<file path="src/cqe_pkg.sv">
// Shared types and constants for the circular queue engine.
package cqe_pkg;

  localparam int unsigned DEPTH_DEF  = 8;
  localparam int unsigned WORD_W     = 32;
  localparam int unsigned SLOT_W     = 3;
  localparam int unsigned CMDQ_DEPTH = 2;
  localparam int unsigned OUTQ_DEPTH = 4;

  // opcode field values
  localparam logic [1:0] OP_PUSH = 2'd0;
  localparam logic [1:0] OP_POP  = 2'd1;
  localparam logic [1:0] OP_SHOW = 2'd2;

  // status field values
  localparam logic [1:0] ST_OK    = 2'd0;
  localparam logic [1:0] ST_FULL  = 2'd1;
  localparam logic [1:0] ST_EMPTY = 2'd2;

  typedef enum logic [1:0] {
    CMD_PUSH,
    CMD_POP,
    CMD_SHOW
  } cmd_kind_e;

  typedef struct packed {
    logic [1:0]               opcode;
    logic signed [WORD_W-1:0] push_value;
  } in_item_t;

  typedef struct packed {
    logic [1:0]               status;
    logic signed [WORD_W-1:0] data_word;
    logic [SLOT_W-1:0]        slot_index;
    logic                     last_of_run;
  } out_item_t;

  typedef struct packed {
    cmd_kind_e                kind;
    logic signed [WORD_W-1:0] value;
  } cmd_t;

  // front to back command channel
  typedef struct packed {
    logic valid;
    cmd_t cmd;
  } cmd_chan_t;

endpackage

</file>
<file path="src/cqe_fifo.sv">
// Small synchronous FIFO used for the command and result queues.
module cqe_fifo #(
  parameter int unsigned ENTRIES = cqe_pkg::CMDQ_DEPTH,
  parameter type item_t = logic,
  localparam int unsigned PTR_W = $clog2(ENTRIES),
  localparam int unsigned CNT_W = $clog2(ENTRIES + 1)
) (
  input  logic             clk_i,
  input  logic             rst_ni,
  input  logic             push_i,
  input  item_t            item_i,
  input  logic             pop_i,
  output item_t            item_o,
  output logic             full_o,
  output logic             empty_o,
  output logic [CNT_W-1:0] count_o
);

  item_t            entries_q [ENTRIES];
  logic [PTR_W-1:0] wr_ptr_q, wr_ptr_d;
  logic [PTR_W-1:0] rd_ptr_q, rd_ptr_d;
  logic [CNT_W-1:0] count_q, count_d;
  logic             do_push, do_pop;

  assign full_o  = (count_q == CNT_W'(ENTRIES));
  assign empty_o = (count_q == '0);
  assign count_o = count_q;
  assign item_o  = entries_q[rd_ptr_q];
  assign do_push = push_i && !full_o;
  assign do_pop  = pop_i && !empty_o;

  always_comb begin
    wr_ptr_d = wr_ptr_q;
    rd_ptr_d = rd_ptr_q;
    count_d  = count_q;
    if (do_push) begin
      wr_ptr_d = (wr_ptr_q == PTR_W'(ENTRIES - 1)) ? '0 : wr_ptr_q + 1'b1;
    end
    if (do_pop) begin
      rd_ptr_d = (rd_ptr_q == PTR_W'(ENTRIES - 1)) ? '0 : rd_ptr_q + 1'b1;
    end
    unique case ({do_push, do_pop})
      2'b10:   count_d = count_q + 1'b1;
      2'b01:   count_d = count_q - 1'b1;
      default: count_d = count_q;
    endcase
  end

  always_ff @(posedge clk_i or negedge rst_ni) begin
    if (!rst_ni) begin
      wr_ptr_q <= '0;
      rd_ptr_q <= '0;
      count_q  <= '0;
    end else begin
      wr_ptr_q <= wr_ptr_d;
      rd_ptr_q <= rd_ptr_d;
      count_q  <= count_d;
    end
  end

  always_ff @(posedge clk_i) begin
    if (do_push) begin
      entries_q[wr_ptr_q] <= item_i;
    end
  end

endmodule

</file>
<file path="src/cqe_front.sv">
// Front end: takes input transfers, decodes the opcode and queues commands.
module cqe_front (
  input  logic                clk_i,
  input  logic                rst_ni,
  input  logic                push_i,
  input  cqe_pkg::in_item_t   in_item_i,
  output logic                full_o,
  output cqe_pkg::cmd_chan_t  cmd_chan_o,
  input  logic                cmd_pop_i
);

  cqe_pkg::cmd_t cmd_in;
  cqe_pkg::cmd_t cmd_out;
  logic          cmd_keep;
  logic          q_empty;

  // unused opcode is taken and dropped
  always_comb begin
    cmd_in.value = in_item_i.push_value;
    cmd_in.kind  = cqe_pkg::CMD_PUSH;
    cmd_keep     = 1'b1;
    unique case (in_item_i.opcode)
      cqe_pkg::OP_PUSH: cmd_in.kind = cqe_pkg::CMD_PUSH;
      cqe_pkg::OP_POP:  cmd_in.kind = cqe_pkg::CMD_POP;
      cqe_pkg::OP_SHOW: cmd_in.kind = cqe_pkg::CMD_SHOW;
      default:          cmd_keep    = 1'b0;
    endcase
  end

  cqe_fifo #(
    .ENTRIES (cqe_pkg::CMDQ_DEPTH),
    .item_t  (cqe_pkg::cmd_t)
  ) u_cmd_q (
    .clk_i   (clk_i),
    .rst_ni  (rst_ni),
    .push_i  (push_i && cmd_keep),
    .item_i  (cmd_in),
    .pop_i   (cmd_pop_i),
    .item_o  (cmd_out),
    .full_o  (full_o),
    .empty_o (q_empty),
    .count_o ()
  );

  assign cmd_chan_o.valid = !q_empty;
  assign cmd_chan_o.cmd   = cmd_out;

endmodule

</file>
<file path="src/cqe_back.sv">
// Back end: queue state, slot memory and result generation.
module cqe_back #(
  parameter int unsigned DEPTH = cqe_pkg::DEPTH_DEF,
  localparam int unsigned OCNT_W = $clog2(cqe_pkg::OUTQ_DEPTH + 1)
) (
  input  logic                clk_i,
  input  logic                rst_ni,
  input  cqe_pkg::cmd_chan_t  cmd_chan_i,
  output logic                cmd_pop_o,
  input  logic [OCNT_W-1:0]   out_cnt_i,
  output logic                out_push_o,
  output cqe_pkg::out_item_t  out_item_o
);

  localparam int unsigned IDX_W = $clog2(DEPTH);
  localparam int unsigned CNT_W = $clog2(DEPTH + 1);
  localparam int unsigned SUM_W = IDX_W + 1;
  localparam int unsigned SLOT_W = cqe_pkg::SLOT_W;
  localparam int unsigned WORD_W = cqe_pkg::WORD_W;

  typedef enum logic {
    BK_CMD,
    BK_SHOW
  } bk_state_e;

  bk_state_e                state_q, state_d;
  logic [IDX_W-1:0]         head_q, head_d;
  logic [CNT_W-1:0]         count_q, count_d;
  logic [DEPTH-1:0]         valid_q, valid_d;
  logic [IDX_W-1:0]         show_idx_q, show_idx_d;

  // read stage
  logic                     b_valid_q;
  logic [1:0]               b_status_q;
  logic                     b_from_mem_q;
  logic                     b_hit_q;
  logic [SLOT_W-1:0]        b_slot_q;
  logic                     b_last_q;

  logic signed [WORD_W-1:0] mem_q [DEPTH];
  logic signed [WORD_W-1:0] rdata_q;

  logic                     room;
  logic                     is_full, is_empty;
  logic [SUM_W-1:0]         pos_sum;
  logic [IDX_W-1:0]         push_pos;
  logic [IDX_W-1:0]         head_nxt;
  logic [IDX_W-1:0]         rd_addr;
  logic [SLOT_W+IDX_W-1:0]  slot_ext;
  logic                     issue;
  logic                     mem_we;
  logic                     pop_ok;
  logic [1:0]               iss_status;
  logic                     iss_from_mem;
  logic [SLOT_W-1:0]        iss_slot;
  logic                     iss_last;

  // issue only if the result queue has space for everything in flight
  assign room = ((OCNT_W + 1)'(out_cnt_i) + (OCNT_W + 1)'(b_valid_q))
                < (OCNT_W + 1)'(cqe_pkg::OUTQ_DEPTH);

  assign is_full  = (count_q == CNT_W'(DEPTH));
  assign is_empty = (count_q == '0);
  assign pos_sum  = SUM_W'(head_q) + SUM_W'(count_q);
  assign push_pos = (pos_sum >= SUM_W'(DEPTH)) ? IDX_W'(pos_sum - SUM_W'(DEPTH))
                                               : IDX_W'(pos_sum);
  assign head_nxt = (head_q == IDX_W'(DEPTH - 1)) ? '0 : head_q + 1'b1;
  assign slot_ext = (SLOT_W + IDX_W)'(rd_addr);

  always_comb begin
    state_d      = state_q;
    head_d       = head_q;
    count_d      = count_q;
    valid_d      = valid_q;
    show_idx_d   = show_idx_q;
    rd_addr      = head_q;
    issue        = 1'b0;
    mem_we       = 1'b0;
    pop_ok       = 1'b0;
    cmd_pop_o    = 1'b0;
    iss_status   = cqe_pkg::ST_OK;
    iss_from_mem = 1'b0;
    iss_slot     = '0;
    iss_last     = 1'b1;
    unique case (state_q)
      BK_CMD: begin
        if (cmd_chan_i.valid && room) begin
          issue = 1'b1;
          unique case (cmd_chan_i.cmd.kind)
            cqe_pkg::CMD_PUSH: begin
              cmd_pop_o = 1'b1;
              if (is_full) begin
                iss_status = cqe_pkg::ST_FULL;
              end else begin
                mem_we            = 1'b1;
                valid_d[push_pos] = 1'b1;
                count_d           = count_q + 1'b1;
              end
            end
            cqe_pkg::CMD_POP: begin
              cmd_pop_o = 1'b1;
              if (is_empty) begin
                iss_status = cqe_pkg::ST_EMPTY;
              end else begin
                pop_ok          = 1'b1;
                iss_from_mem    = 1'b1;
                rd_addr         = head_q;
                valid_d[head_q] = 1'b0;
                head_d          = head_nxt;
                count_d         = count_q - 1'b1;
              end
            end
            cqe_pkg::CMD_SHOW: begin
              // first slot now, the rest from the show state
              rd_addr      = '0;
              iss_from_mem = 1'b1;
              iss_slot     = slot_ext[SLOT_W-1:0];
              iss_last     = 1'b0;
              show_idx_d   = IDX_W'(1);
              state_d      = BK_SHOW;
            end
            default: begin
              cmd_pop_o = 1'b1;
              issue     = 1'b0;
            end
          endcase
        end
      end
      BK_SHOW: begin
        rd_addr = show_idx_q;
        if (room) begin
          issue        = 1'b1;
          iss_from_mem = 1'b1;
          iss_slot     = slot_ext[SLOT_W-1:0];
          iss_last     = (show_idx_q == IDX_W'(DEPTH - 1));
          if (iss_last) begin
            cmd_pop_o  = 1'b1;
            show_idx_d = '0;
            state_d    = BK_CMD;
          end else begin
            show_idx_d = show_idx_q + 1'b1;
          end
        end
      end
      default: state_d = BK_CMD;
    endcase
  end

  always_ff @(posedge clk_i or negedge rst_ni) begin
    if (!rst_ni) begin
      state_q      <= BK_CMD;
      head_q       <= '0;
      count_q      <= '0;
      valid_q      <= '0;
      show_idx_q   <= '0;
      b_valid_q    <= 1'b0;
      b_status_q   <= cqe_pkg::ST_OK;
      b_from_mem_q <= 1'b0;
      b_hit_q      <= 1'b0;
      b_slot_q     <= '0;
      b_last_q     <= 1'b0;
    end else begin
      state_q      <= state_d;
      head_q       <= head_d;
      count_q      <= count_d;
      valid_q      <= valid_d;
      show_idx_q   <= show_idx_d;
      b_valid_q    <= issue;
      b_status_q   <= iss_status;
      b_from_mem_q <= iss_from_mem;
      b_hit_q      <= valid_q[rd_addr];
      b_slot_q     <= iss_slot;
      b_last_q     <= iss_last;
    end
  end

  // slot memory, one write and one registered read per cycle
  always_ff @(posedge clk_i) begin
    if (mem_we) begin
      mem_q[push_pos] <= cmd_chan_i.cmd.value;
    end
    rdata_q <= mem_q[rd_addr];
  end

  // slots never written since reset or cleared by a pop read as zero
  assign out_push_o             = b_valid_q;
  assign out_item_o.status      = b_status_q;
  assign out_item_o.data_word   = (b_from_mem_q && b_hit_q) ? rdata_q : '0;
  assign out_item_o.slot_index  = b_slot_q;
  assign out_item_o.last_of_run = b_last_q;

  a_count_range: assert property (@(posedge clk_i) disable iff (!rst_ni)
    count_q <= CNT_W'(DEPTH))
    else $error("entry count beyond depth");

  a_head_range: assert property (@(posedge clk_i) disable iff (!rst_ni)
    head_q <= IDX_W'(DEPTH - 1))
    else $error("head index out of range");

  a_show_held: assert property (@(posedge clk_i) disable iff (!rst_ni)
    state_q == BK_SHOW |-> cmd_chan_i.valid && cmd_chan_i.cmd.kind == cqe_pkg::CMD_SHOW)
    else $error("show command left the queue early");

  a_out_room: assert property (@(posedge clk_i) disable iff (!rst_ni)
    b_valid_q |-> out_cnt_i < OCNT_W'(cqe_pkg::OUTQ_DEPTH))
    else $error("result queue overflow");

  a_pop_count: assert property (@(posedge clk_i) disable iff (!rst_ni)
    pop_ok |=> count_q == $past(count_q) - 1'b1)
    else $error("pop did not decrement the count");

endmodule

</file>
<file path="src/circular_queue_engine.sv">
// Top level of the circular queue engine: front end, back end, result queue.
//
// Usage:
// - Input channel: in_item_i carries an opcode (push, pop, show) and a push
//   word. A transfer happens on a rising edge with push high and full low.
//   The unused opcode is taken and produces nothing.
// - Result channel: while empty is low, out_item_o holds the oldest result;
//   it is transferred on a rising edge with pop high.
// - Push and pop each give one result with a status; a pop also returns the
//   word it removed. Show gives DEPTH results, one per slot in storage order,
//   with last_of_run set on the final slot.
// - Each input passes the command queue and read stage into the result queue.
// - Throughput: push and pop sustain one item per cycle while the result
//   queue has room; a show holds the back end while it reads every slot.
// - A two-entry command queue and a four-entry result queue part the sides:
//   a stalled receiver fills the result queue, then the command queue, and
//   only then does full rise. Nothing is lost or repeated.
// - Reset clears head, count and the per-slot valid flags at once, so every
//   slot reads as zero straight away; there is no clearing pass.
module circular_queue_engine #(
  parameter int unsigned DEPTH = cqe_pkg::DEPTH_DEF
) (
  input  logic                clk_i,
  input  logic                rst_ni,
  input  logic                push,
  input  cqe_pkg::in_item_t   in_item_i,
  output logic                full,
  output logic                empty,
  input  logic                pop,
  output cqe_pkg::out_item_t  out_item_o
);

  localparam int unsigned OCNT_W = $clog2(cqe_pkg::OUTQ_DEPTH + 1);

  cqe_pkg::cmd_chan_t  cmd_chan;
  logic                cmd_pop;
  logic                res_push;
  cqe_pkg::out_item_t  res_item;
  logic [OCNT_W-1:0]   res_cnt;

  // decode and buffer incoming transfers
  cqe_front u_front (
    .clk_i      (clk_i),
    .rst_ni     (rst_ni),
    .push_i     (push),
    .in_item_i  (in_item_i),
    .full_o     (full),
    .cmd_chan_o (cmd_chan),
    .cmd_pop_i  (cmd_pop)
  );

  // queue state and slot memory; issues only when the result queue has room
  cqe_back #(
    .DEPTH (DEPTH)
  ) u_back (
    .clk_i      (clk_i),
    .rst_ni     (rst_ni),
    .cmd_chan_i (cmd_chan),
    .cmd_pop_o  (cmd_pop),
    .out_cnt_i  (res_cnt),
    .out_push_o (res_push),
    .out_item_o (res_item)
  );

  // result queue decouples the back end from a stalling receiver
  cqe_fifo #(
    .ENTRIES (cqe_pkg::OUTQ_DEPTH),
    .item_t  (cqe_pkg::out_item_t)
  ) u_res_q (
    .clk_i   (clk_i),
    .rst_ni  (rst_ni),
    .push_i  (res_push),
    .item_i  (res_item),
    .pop_i   (pop),
    .item_o  (out_item_o),
    .full_o  (),
    .empty_o (empty),
    .count_o (res_cnt)
  );

endmodule
</file>
<file path="config.mk">
export PLATFORM = sky130hd
export DESIGN_NAME = circular_queue_engine
export DESIGN_NICKNAME = d
export VERILOG_FILES = /design/src/cqe_pkg.sv /design/src/cqe_fifo.sv /design/src/cqe_front.sv /design/src/cqe_back.sv /design/src/circular_queue_engine.sv
export SDC_FILE = /design/constraint.sdc
export NUM_CORES = 1
export LEC_CHECK = 0
export ABC_AREA = 1
export BUFFER_PORTS_ARGS = -buffer_cell sky130_fd_sc_hd__buf_4
export CORE_ASPECT_RATIO = 0.6
export CORE_MARGIN = 3
export CORE_UTILIZATION = 25
export CTS_CLUSTER_DIAMETER = 150
export DETAILED_ROUTE_END_ITERATION = 8
export PLACE_DENSITY_LB_ADDON = 0.15
export SETUP_SLACK_MARGIN = 0.5
export SLEW_MARGIN = 20
export SYNTH_ARGS = -nofsm -noshare
export SYNTH_HDL_FRONTEND = slang
export SYNTH_HIERARCHICAL = 1
export SYNTH_SLANG_ARGS = --single-unit
</file>
<file path="constraint.sdc">
create_clock -name clk_i -period 4.8 [get_ports clk_i]
set_input_delay 0.48 -clock clk_i [delete_from_list [all_inputs] [get_ports clk_i]]
set_output_delay 0.48 -clock clk_i [all_outputs]
set_load 0.05 [all_outputs]
</file>
==> impl_metrics.env <==
export IMPL_antenna_found_initial=0
export IMPL_gp_congestion=0.768
export IMPL_cts_tree="built"
export IMPL_cts_sinks=547
export IMPL_core_area_mm2=0.0923
export IMPL_syn_instance_count=2168
export IMPL_grt_pass1_wl_um=92200
export IMPL_fin_setup_tns_ns=0
export IMPL_drive_above_1_share_pct=12.1
export IMPL_critical_path_class="register to register"
export IMPL_worst_slack_ns=1.23
export IMPL_rsz0062_at_grt="false"
export IMPL_clk_latency_ns=0.63
export IMPL_place_ws_ns=1.18
export IMPL_grt_max_degree=108
export IMPL_cpMostUsedCell="nand2_1"
export IMPL_max_cap_viol_count=0
export IMPL_dp_hpwl_um=35300
export IMPL_clock_path_buffers=3
export IMPL_ir_worst_vdd_uv=393
export IMPL_hold_path_class="input pin to register"
export IMPL_cts_root_buf="clkbuf_16"
export IMPL_ctsResizeCount=0
export IMPL_ys_warnings_count=6
export IMPL_antennaDiodeCount=0
export IMPL_grt_pass1_vias=14900
export IMPL_fp_dieH_um=243
export IMPL_maxSlewViolCount=0
export IMPL_cp_max_fo=66
export IMPL_nets=2311
export IMPL_leakagePower_nw=11.7
export IMPL_drtPass1Iterations=5
export IMPL_min_period_ns=3.57
export IMPL_crit_required_ns=5.30
export IMPL_power_per_cell_area_mw_per_mm2=695
export IMPL_rows=86
export IMPL_fmax_ghz=0.280
export IMPL_place_area_mm2=0.0253
export IMPL_cts_max_level=2
export IMPL_cp_start_kind="register"
export IMPL_worst_path_stages=14
export IMPL_grt_ovfl_total=0
export IMPL_cp_arrival_ns=4.07
export IMPL_die_w_um=401
export IMPL_clock_skew_ns=0.0220
export IMPL_start_util_pct=25.4
export IMPL_run_status="complete, no violations"
export IMPL_power_mw=19.2
export IMPL_totalWireLength_um=59600
export IMPL_crit_path_end_kind="register"
export IMPL_io_buffers=77
export IMPL_crit_family="simple AND/OR/NAND/NOR gates"
export IMPL_drtIter0Drc=803
export IMPL_critPathMaxStageDelay_ns=0.67
export IMPL_reg2regPathDepth=14
export IMPL_relSlewSlack_pct=28.4
export IMPL_rr_endpoint="u_back/rdata_q[15]$_DFF_P_"
export IMPL_fillers=9488
export IMPL_via_per_inst=4.13
export IMPL_clkTransAtPathRegs_ns=0.06
export IMPL_wl_per_cell_um=16.9
export IMPL_postSynthAreaPerCell_um2=10.8
export IMPL_regToRegStartpoint="u_front/u_cmd_q/rd_ptr_q$_DFFE_PN0P_"
export IMPL_cp_startpoint="u_front/u_cmd_q/rd_ptr_q$_DFFE_PN0P_"
export IMPL_area_delta_synth_final_pct=17.5
export IMPL_worstSetupEndpoint="u_back/rdata_q[15]$_DFF_P_"
export IMPL_tightest_slew_ns=1.07
export IMPL_die_area_mm2=0.0976
export IMPL_synth_area_mm2=0.0234
export IMPL_grt_usage_pct=12.3
export IMPL_cpMaxStageDelayCell="nand2_4"
export IMPL_vias=14600
export IMPL_cp_num_buf_inv=3
export IMPL_worstPathCellList="buf_4, nand2_1, nand2_1, inv_1, ha_1, nand4_2, nand3_4, nand2_4, buf_12, nand2_1, nand3_1, nand2_1, nand2_1, nand2_1"
export IMPL_final_setup_viol_count=0
export IMPL_r2r_setup_slack_ns=1.23
export IMPL_ant_nets=0
export IMPL_drc=0
export IMPL_syn_nets=2227
export IMPL_period_share_pct=74.3
export IMPL_fin_area_mm2=0.0275
export IMPL_cts_made_buffers=54
export IMPL_post_route_util_pct=29.8
export IMPL_hold_violations=0
export IMPL_io_pins=78
timing repair:
item | in CTS | in global routing
buffers inserted | 0 | 0
hold buffers | 24 | 0
endpoints found under the hold margin | 85 | 0
endpoints found under the setup margin | 0 | 0
stage by stage:
stage / hold slack, ns / std cells
after floorplan: 0.184 / 2168
after global placement: 0.463 / 3404
after detailed placement: 0.482 / 3404
after CTS: 0.000343 / 3530
after global routing: 0.00732 / 3530
final: 0.0506 / 3530
cell type report:
type | count | area (um2) | area share, %
clock buffer | 66 | 1500 | 5.44
clock inverter | 36 | 510 | 1.85
inverter | 430 | 1620 | 5.87
multi-input combinational | 1087 | 5380 | 19.5
sequential | 547 | 15900 | 57.8
tap | 1232 | 1540 | 5.60
timing repair buffer | 132 | 1080 | 3.91
routing by layer:
metal | part of all wire [%] | track usage, % | vias to the layer above
li1 | - | - | 7226
met1 | 51 | 17.9 | 7105
met2 | 44 | 19.1 | 187
met3 | 3.8 | 2.26 | 63
met4 | 1.4 | 2.31 | 0
met5 | 0 | 0 | -
worst min-delay path by stage:
stage / from / to / slack (ns) / cells after the start
after floorplan: rst_ni / u_back/b_from_mem_q$_DFF_PN0_ / 0.18 / 0
after global placement: u_front/u_cmd_q/wr_ptr_q$_DFFE_PN0P_ / u_front/u_cmd_q/wr_ptr_q$_DFFE_PN0P_ / 0.46 / 2
after detailed placement: u_front/u_cmd_q/count_o[1]$_DFFE_PN0P_ / u_front/u_cmd_q/count_o[1]$_DFFE_PN0P_ / 0.48 / 2
after CTS: in_item_i[31] / u_front/u_cmd_q/entries_q[0][31]$_DFFE_PP_ / 0.0003 / 1
after global routing: in_item_i[31] / u_front/u_cmd_q/entries_q[0][31]$_DFFE_PP_ / 0.007 / 1
final: in_item_i[29] / u_front/u_cmd_q/entries_q[0][29]$_DFFE_PP_ / 0.05 / 1
cells in the final DEF, fill, tap and decap left out, types with 3 or more instances in the layout:
master         instances
inv_1                416
a22oi_1                3
nor2_1                52
clkbuf_16             55
o21ai_0               10
ha_1                  18
clkinvlp_4             3
clkbuf_8               8
nand4_1                3
inv_2                 13
bufinv_16             12
edfxtp_1             476
dlygate4sd3_1         24
clkinv_1               3
nor2_4                 9
dfxtp_1               32
o211ai_2              29
a21oi_1                6
o21ai_1                8
dfrtp_1               38
o211ai_1              48
nand2_2                5
nor3_1                 5
xor2_1                 3
nand2_1              571
clkinv_2              14
clkbuf_1               3
nand3_1              288
fa_1                   3
xnor2_1                3
buf_4                106
power by group:
group / leakage [nW] / internal (mW) / switching [mW] / total, mW
Clock: 0.991 / 2.87 / 1.91 / 4.78
Sequential: 5.14 / 6.53 / 0.427 / 6.96
Combinational: 5.56 / 1.97 / 5.44 / 7.41
Total: 11.7 / 11.4 / 7.78 / 19.2
state kept, by name (all words and copies together), names as in the netlist, 2 cells and up:
| signal | count |
|---|---|
| u_res_q/entries_q | 152 |
| u_back/head_q | 3 |
| u_back/rdata_q | 32 |
| u_back/b_status_q | 2 |
| u_res_q/rd_ptr_q | 2 |
| u_back/b_slot_q | 3 |
| u_back/show_idx_q | 3 |
| u_res_q/wr_ptr_q | 2 |
| u_back/mem_q | 256 |
| u_back/count_q | 4 |
| u_back/valid_q | 8 |
| u_res_q/count_o | 3 |
| u_front/u_cmd_q/entries_q | 68 |
| u_front/u_cmd_q/count_o | 2 |
No activity file was read; power rests on OpenSTA's default activity.
